## config.mk

```make
export PLATFORM = sky130hd
export DESIGN_NAME = ppr_div_step
export DESIGN_NICKNAME = d
export VERILOG_FILES = /design/src/rtl/core/ppr_pkg.sv /design/src/rtl/core/ppr_div_step.sv
export SDC_FILE = /design/constraint.sdc
export NUM_CORES = 1
export LEC_CHECK = 0
export BUFFER_PORTS_ARGS = -buffer_cell sky130_fd_sc_hd__buf_2
export CORE_MARGIN = 2
export CORE_UTILIZATION = 29
export DETAILED_ROUTE_END_ITERATION = 12
export PLACE_DENSITY = 0.5
export SLEW_MARGIN = 5
export SYNTH_ARGS = -nofsm -noshare
export SYNTH_HDL_FRONTEND = slang
export SYNTH_SLANG_ARGS = --single-unit
```

## constraint.sdc

```tcl
create_clock -name clk -period 0.8 [get_ports clk]
set_input_delay 0.12 -clock clk [delete_from_list [all_inputs] [get_ports clk]]
set_output_delay 0.12 -clock clk [all_outputs]
set_load 0.02 [all_outputs]
```

## src/rtl/core/ppr_pkg.sv

```systemverilog
`default_nettype none
package ppr_pkg;

	localparam int IMG_WIDTH_DEF  = 1024;
	localparam int IMG_HEIGHT_DEF = 1024;

	localparam int COEF_W  = 32;
	localparam int NUM_REGS = 8;
	localparam int IDX_W   = 3;
	localparam int COORD_W = 10;
	localparam int PIX_W   = 8;
	localparam int PROD_W  = 43;
	localparam int NUM_W   = 46;
	localparam int FRAC_W  = 20;

	localparam logic [IDX_W-1:0] REG_SCALE_XX = 3'd0;
	localparam logic [IDX_W-1:0] REG_SHEAR_XY = 3'd1;
	localparam logic [IDX_W-1:0] REG_OFFSET_X = 3'd2;
	localparam logic [IDX_W-1:0] REG_SHEAR_YX = 3'd3;
	localparam logic [IDX_W-1:0] REG_SCALE_YY = 3'd4;
	localparam logic [IDX_W-1:0] REG_OFFSET_Y = 3'd5;
	localparam logic [IDX_W-1:0] REG_PERSP_X  = 3'd6;
	localparam logic [IDX_W-1:0] REG_PERSP_Y  = 3'd7;

	localparam logic signed [COEF_W-1:0] ONE_Q20 = 32'sd1048576;

	// side info that rides along the divider
	typedef struct packed {
		logic             den_ok;
		logic             col_neg;
		logic             row_neg;
		logic [PIX_W-1:0] pix;
	} item_ctl_t;

endpackage
`default_nettype wire

```

## src/rtl/core/ppr_div_step.sv

```systemverilog
`default_nettype none
module ppr_div_step #(
	parameter int NW = 60,
	parameter int QW = 10,
	parameter int K  = 0
) (
	input  wire                  clk,
	input  wire                  arst_n,
	input  wire                  en,
	input  wire                  vld_i,
	input  ppr_pkg::item_ctl_t   ctl_i,
	input  wire  [NW-1:0]        den_i,
	input  wire  [NW-1:0]        rc_i,
	input  wire  [NW-1:0]        rr_i,
	input  wire  [QW:0]          qc_i,
	input  wire  [QW:0]          qr_i,
	output logic                 vld_o,
	output ppr_pkg::item_ctl_t   ctl_o,
	output logic [NW-1:0]        den_o,
	output logic [NW-1:0]        rc_o,
	output logic [NW-1:0]        rr_o,
	output logic [QW:0]          qc_o,
	output logic [QW:0]          qr_o
);
	import ppr_pkg::*;

	logic [NW-1:0] dsh;
	logic          gc, gr;
	logic [QW:0]   qc_n, qr_n;

	always_comb begin
		dsh  = den_i << K;
		gc   = rc_i >= dsh;
		gr   = rr_i >= dsh;
		qc_n = qc_i;
		qr_n = qr_i;
		qc_n[K] = gc;
		qr_n[K] = gr;
	end

	always_ff @(posedge clk or negedge arst_n) begin
		if (!arst_n) begin
			vld_o <= 1'b0;
		end else if (en) begin
			vld_o <= vld_i;
		end
	end

	always_ff @(posedge clk) begin
		if (en) begin
			ctl_o <= ctl_i;
			den_o <= den_i;
			rc_o  <= gc ? rc_i - dsh : rc_i;
			rr_o  <= gr ? rr_i - dsh : rr_i;
			qc_o  <= qc_n;
			qr_o  <= qr_n;
		end
	end

endmodule
`default_nettype wire

```

# ---- Word level (Yosys, flattened, before mapping)
# Cells that the tools add are included.
dict set report word_totals {
  reg_bits 214
  inputBits 217
  output_inout_bits 214
  wordCells 16
}
dict set report classes {
  n_addsub 2
  magnitude_cmp 2
  n_mux 2
}
# operator count
set op_table {}
lappend op_table {{$ge A60 B60 Y1} 2}
lappend op_table {{$mux W60} 2}
lappend op_table {{$sub A60 B60 Y60} 2}

# ---- Logic depth before layout (Yosys ltp)
dict set report logic_depth {
  ltp_word 2
  depth_mapped 15
  mapped_depth_nobuf 13
}

# ---- Worst setup path before layout
# Ideal clock, no wire load.
dict set report synth_path {
  path_kind {input-to-reg}
  from {input port rc_i[0]}
  to {register rc_o[48], data pin}
  setup_time_ps 135
  arrival_time_ps 2828
  required_ps 665
  path_slack_ps -2162
  cell_stages 13
  path_buffers 0
  cell_sequence {inv_1 > ha_1 > fa_1 > nand2b_1 > a211oi_1 > and4bb_1 > o21ai_2 > a31oi_2 > o41ai_2 > a31oi_1 > a31o_1 > a311o_1 > nand3_1}
}
dict set report synth_between {
  elab_chain_cells 2
  elab_cells_between_ends 3
  cone_classes {add/sub: 1; order compare: 1; mux: 1}
}
# element line
set synth_lines {}
lappend synth_lines {{from (decl)} ppr_div_step.sv:13} ;# input wire [NW-1:0] rc_i,
lappend synth_lines {{$sub A60 B60 Y60 / $ge A60 B60 Y1 (equally long branches)} {ppr_div_step.sv:53, ppr_div_step.sv:33}}
lappend synth_lines {{$mux W60 *} ppr_div_step.sv:53} ;# rc_o <= gc ? rc_i - dsh : rc_i;
lappend synth_lines {{to (signal assigned)} ppr_div_step.sv:53}
lappend synth_lines {{to (decl)} ppr_div_step.sv:20} ;# output logic [NW-1:0] rc_o,
# Mark *: on every way between the ends. The rest lies on a longest branch, timed or not.
# A chain may end at the register's enable or synchronous reset.

# ---- Final worst setup path
dict set report layout_path {
  from {input port den_i[5]}
  to {register rr_o[38], data pin}
}
dict set report layout_between {
  elab_chain_cells 2
  elab_cells_between_ends 3
  cone_classes {add/sub: 1; order compare: 1; mux: 1}
}
# element line
set layout_lines {}
lappend layout_lines {{from (decl)} ppr_div_step.sv:12} ;# input wire [NW-1:0] den_i,
lappend layout_lines {{$sub A60 B60 Y60 / $ge A60 B60 Y1 (equally long branches)} {ppr_div_step.sv:54, ppr_div_step.sv:34}}
lappend layout_lines {{$mux W60 *} ppr_div_step.sv:54} ;# rr_o <= gr ? rr_i - dsh : rr_i;
lappend layout_lines {{to (signal assigned)} ppr_div_step.sv:54}
lappend layout_lines {{to (decl)} ppr_div_step.sv:21} ;# output logic [NW-1:0] rr_o,
# Marked as above.

==> flow_metrics.py <==
metrics = {
    "outcome": {
        "outcome": "finished with violations",
        "violations": "negative hold slack, negative setup slack",
    },
    "synthesis": {
        "synth-compound-area-share_pct": 20.1,
        "syn_inst": 1596,
        "synth-edff-count": 213,
        "synth_top_family_by_area": "compound AO/OA/AOI/OAI gates",
        "synth_warnings": 0,
        "synth_area_um2": 15600,
        "synthAdderAreaFrac_pct": 9.86,
        "ys_seq_elements": 214,
        "synth_ff_type": "edfxtp_1",
        "ys_async_sr_fraction_pct": 0.467,
        "synth_fp_nets": 1935,
        "synthMuxAreaShare_pct": 5.78,
        "synth_xor_area_share_pct": 5.77,
        "yosys.area_share.simple_pct": 12.9,
        "synth_cell_type_count": 79,
        "avgSynthCellArea_um2": 9.80,
        "yosysSeqAreaShare_pct": 41.1,
    },
    "clocking": {
        "clkLatencyLatePin_ns": 0.56,
        "numCtsBuffers": 27,
        "clk_pin_slew_ns": 0.06,
        "cts-htree-levels": 1,
        "cts.path.max_buffers": 3,
        "clock_sinks": 214,
        "tritoncts": "yes",
        "clock-root-buffer": "clkbuf_16",
    },
    "timing": {
        "max_slew_margin_pct": 55.2,
        "fin_worst_skew_ns": 0,
        "finalHoldViolCount": 9,
        "final.min_clock_period_ns": 2.80,
        "final-setup-viol-count": 407,
        "fin_ws_ns": -2.00,
        "rsz0062_at_grt": "true",
        "max_slew.worst_pin.slew_ns": 0.665,
        "finalCritPeriodShare_pct": 350,
        "drv_slew": 0,
        "hold_slack_ns": -0.0473,
        "max_freq_mhz": 357,
    },
    "detailed_routing": {
        "firstDrtPassIters": 7,
        "postRouteAntennaNets": 0,
        "vias": 17332,
        "drc": 0,
        "first_iter_violations": 966,
        "routed_wl_mm": 69.5,
        "post_drt_via_cell_ratio": 4.86,
        "wl_per_cell_um": 19.5,
    },
    "global_route": {
        "grt_max_degree": 24,
        "grt_use_total_pct": 23.7,
        "grt_pass1_wl_mm": 102,
        "antenna_found_initial": 3,
        "grt_pass1_vias": 17947,
        "overflow": 0,
    },
    "floorplanning": {
        "die_h_um": 236,
        "io_pins": 431,
        "row_count": 85,
        "dieArea_um2": 55800,
        "chipWidth_um": 236,
        "coreArea_um2": 53600,
        "start_util_pct": 29.2,
    },
    "final_layout": {
        "stdcell_count": 3567,
        "nFillCells": 4782,
        "nNetsFinal": 3188,
        "most-common-layout-cells": "buf_4, buf_2, edfxtp_1, dlygate4sd3_1, buf_6",
        "final_common_cell": "buf_4",
        "drive_above_1_share_pct": 51.1,
        "regArea_um2": 6420,
        "final_cell_area_um2": 29800,
        "area_growth_pct": 90.4,
        "multi_input_comb_area_um2": 10200,
    },
    "min_path": {
        "hp-start": "rr_i[35]",
        "min_to": "rr_o[35]",
        "holdCritPathClass": "primary input to register",
        "hold_path_depth": 3,
    },
    "power": {
        "vdd_ir_drop_max_uv": 1610,
        "power_density_nw_per_um2": 1690,
        "p_leak_uw": 0.0136,
    },
    "worst_setup_path": {
        "cp-start-kind": "primary input",
        "critPathMaxStageDelay_ns": 0.40,
        "path_common_cell": "buf_4",
        "cp-end-kind": "register",
        "crit_chain": "buf_12 > inv_12 > ha_4 > a21o_1 > or3_4 > o211ai_1 > o311a_1 > o21bai_4 > buf_4 > nor2_4 > o221ai_2 > buf_4 > buf_4 > buf_4 > xor2_1 > mux2_4",
        "cp.required_ns": 1.12,
        "r2r_slack_ns": 0.02,
        "cp_num_buf_inv": 6,
        "critical_path_class": "primary input to register",
        "cp.arrival_ns": 3.13,
        "r2r-start": "vld_o",
        "cpMaxStageDelayCell": "or3_4",
        "cp_max_fo": 2,
        "cpLargestDelayFamily": "compound AO/OA/AOI/OAI gates",
        "worstRegToRegCells": 1,
        "worstReg2RegEnd": "vld_o",
    },
    "place": {
        "place_inst": 3243,
        "gp_congestion": 0.894,
        "placed_cell_area_um2": 23100,
        "port_buffers": 428,
        "dp_hpwl_mm": 51.2,
    },
    "job": {
        "max_cap_violations": 0,
    },
}
==> what timing repair did <==
item / 4_1_cts / 5_1_grt
resized for setup: 432 / 303
endpoints found under the setup margin: 336 / 514
hold buffers: 203 / 1
pin swaps: 95 / 73
cloned: 15 / 1
endpoints found under the hold margin: 219 / 17
buffers inserted: 56 / 14
==> where the power goes <==
part           switching, uW  internal (uW)  leakage, uW
Clock                   5200           7800     0.000444
Combinational          10900          11700       0.0110
Sequential               667          14000      0.00209
==> cells in the mapped netlist, drive strengths merged (3+ instances only) <==
master  count  area share (%)
nand2     173             4.2
and3       11            0.44
o211ai      7            0.37
o41ai       8            0.69
o21bai     29             1.4
or4         5            0.24
o21a       12            0.58
and2       10            0.40
nor4       13            0.56
nand2b     13            0.52
edfxtp    213              41
a211oi     13            0.62
a21o       63             3.0
a31oi      19            0.80
buf        20            0.94
o21ai     133             4.3
and4        5            0.28
a22o        3            0.17
mux2i       4            0.26
nor2       77             1.8
o31ai      13            0.62
xnor2      71             4.0
or3         5            0.20
nor3       24            0.80
mux2       58             5.5
o31a        4            0.22
nand4      41             1.7
clkbuf     56             1.3
inv        97             2.3
a311oi      5            0.28
or2         3            0.12
nand3      29            0.93
ha        120             9.6
a221o       3            0.19
a21oi     156             5.0
o221ai      3            0.17
nor2b       6            0.24
a21boi      8            0.38
xor2       32             1.8
==> state kept, by name (all words and copies together), names as in the netlist <==
name,flops
den_o,60
rc_o,60
rr_o,60
ctl_o,11
qc_o,11
qr_o,11
vld_o,1
==> layer usage <==
layer  global-route usage, %  part of all wire [%]  vias up
met4                    6.10                   2.3        2
met1                    30.6                    44     8335
li1                        -                     -     8467
met3                    3.64                   4.7       93
met5                       0                 0.023        -
met2                    41.2                    49      435
==> layout make-up <==
cell class,count,share of cell area (%)
inverter,97,1.35
clock buffer,30,2.31
multi-input combinational,1209,34.2
clock inverter,19,0.798
sequential,214,21.6
antenna,2,0.0168
timing repair buffer,1300,36.8
tap,696,2.92
==> cell families after synthesis <==
logic type	count (synthesis)
compound gates	500
xor+xnor	103
fa+ha+maj	122
buf+inv	173
flops	214
mux	62
simple gates	422
==> through the flow <==
step | setup slack (ns) | hold WS, ns | total power, uW | setup TNS, ns | util (%)
after global placement | -3.03 | -0.104 | 31600 | -331.44 | 43.2
after detailed placement | -2.99 | -0.104 | 31700 | -336.19 | 43.2
after global routing | -2.06 | -0.0608 | 52600 | -338.14 | 55.5
after floorplan | -2.10 | -0.176 | 23600 | -229.82 | -
after CTS | -1.94 | -0.0782 | 49200 | -347.96 | 53.6
final | -2.00 | -0.0473 | 50300 | -321.34 | 55.5
==> worst max path at each step <==
stage / start / endpoint / slack (ns) / cells past startpoint
floorplan: rc_i[0] / rc_o[48] / -2.10 / 13
global placement: den_i[5] / rr_o[58] / -3.03 / 15
detailed placement: den_i[5] / rr_o[58] / -2.99 / 15
CTS: den_i[5] / rr_o[58] / -1.94 / 15
global route: den_i[5] / rr_o[58] / -2.06 / 14
finish: den_i[5] / rr_o[38] / -2.00 / 16
Note: power is estimated with default switching activity, not from simulation.
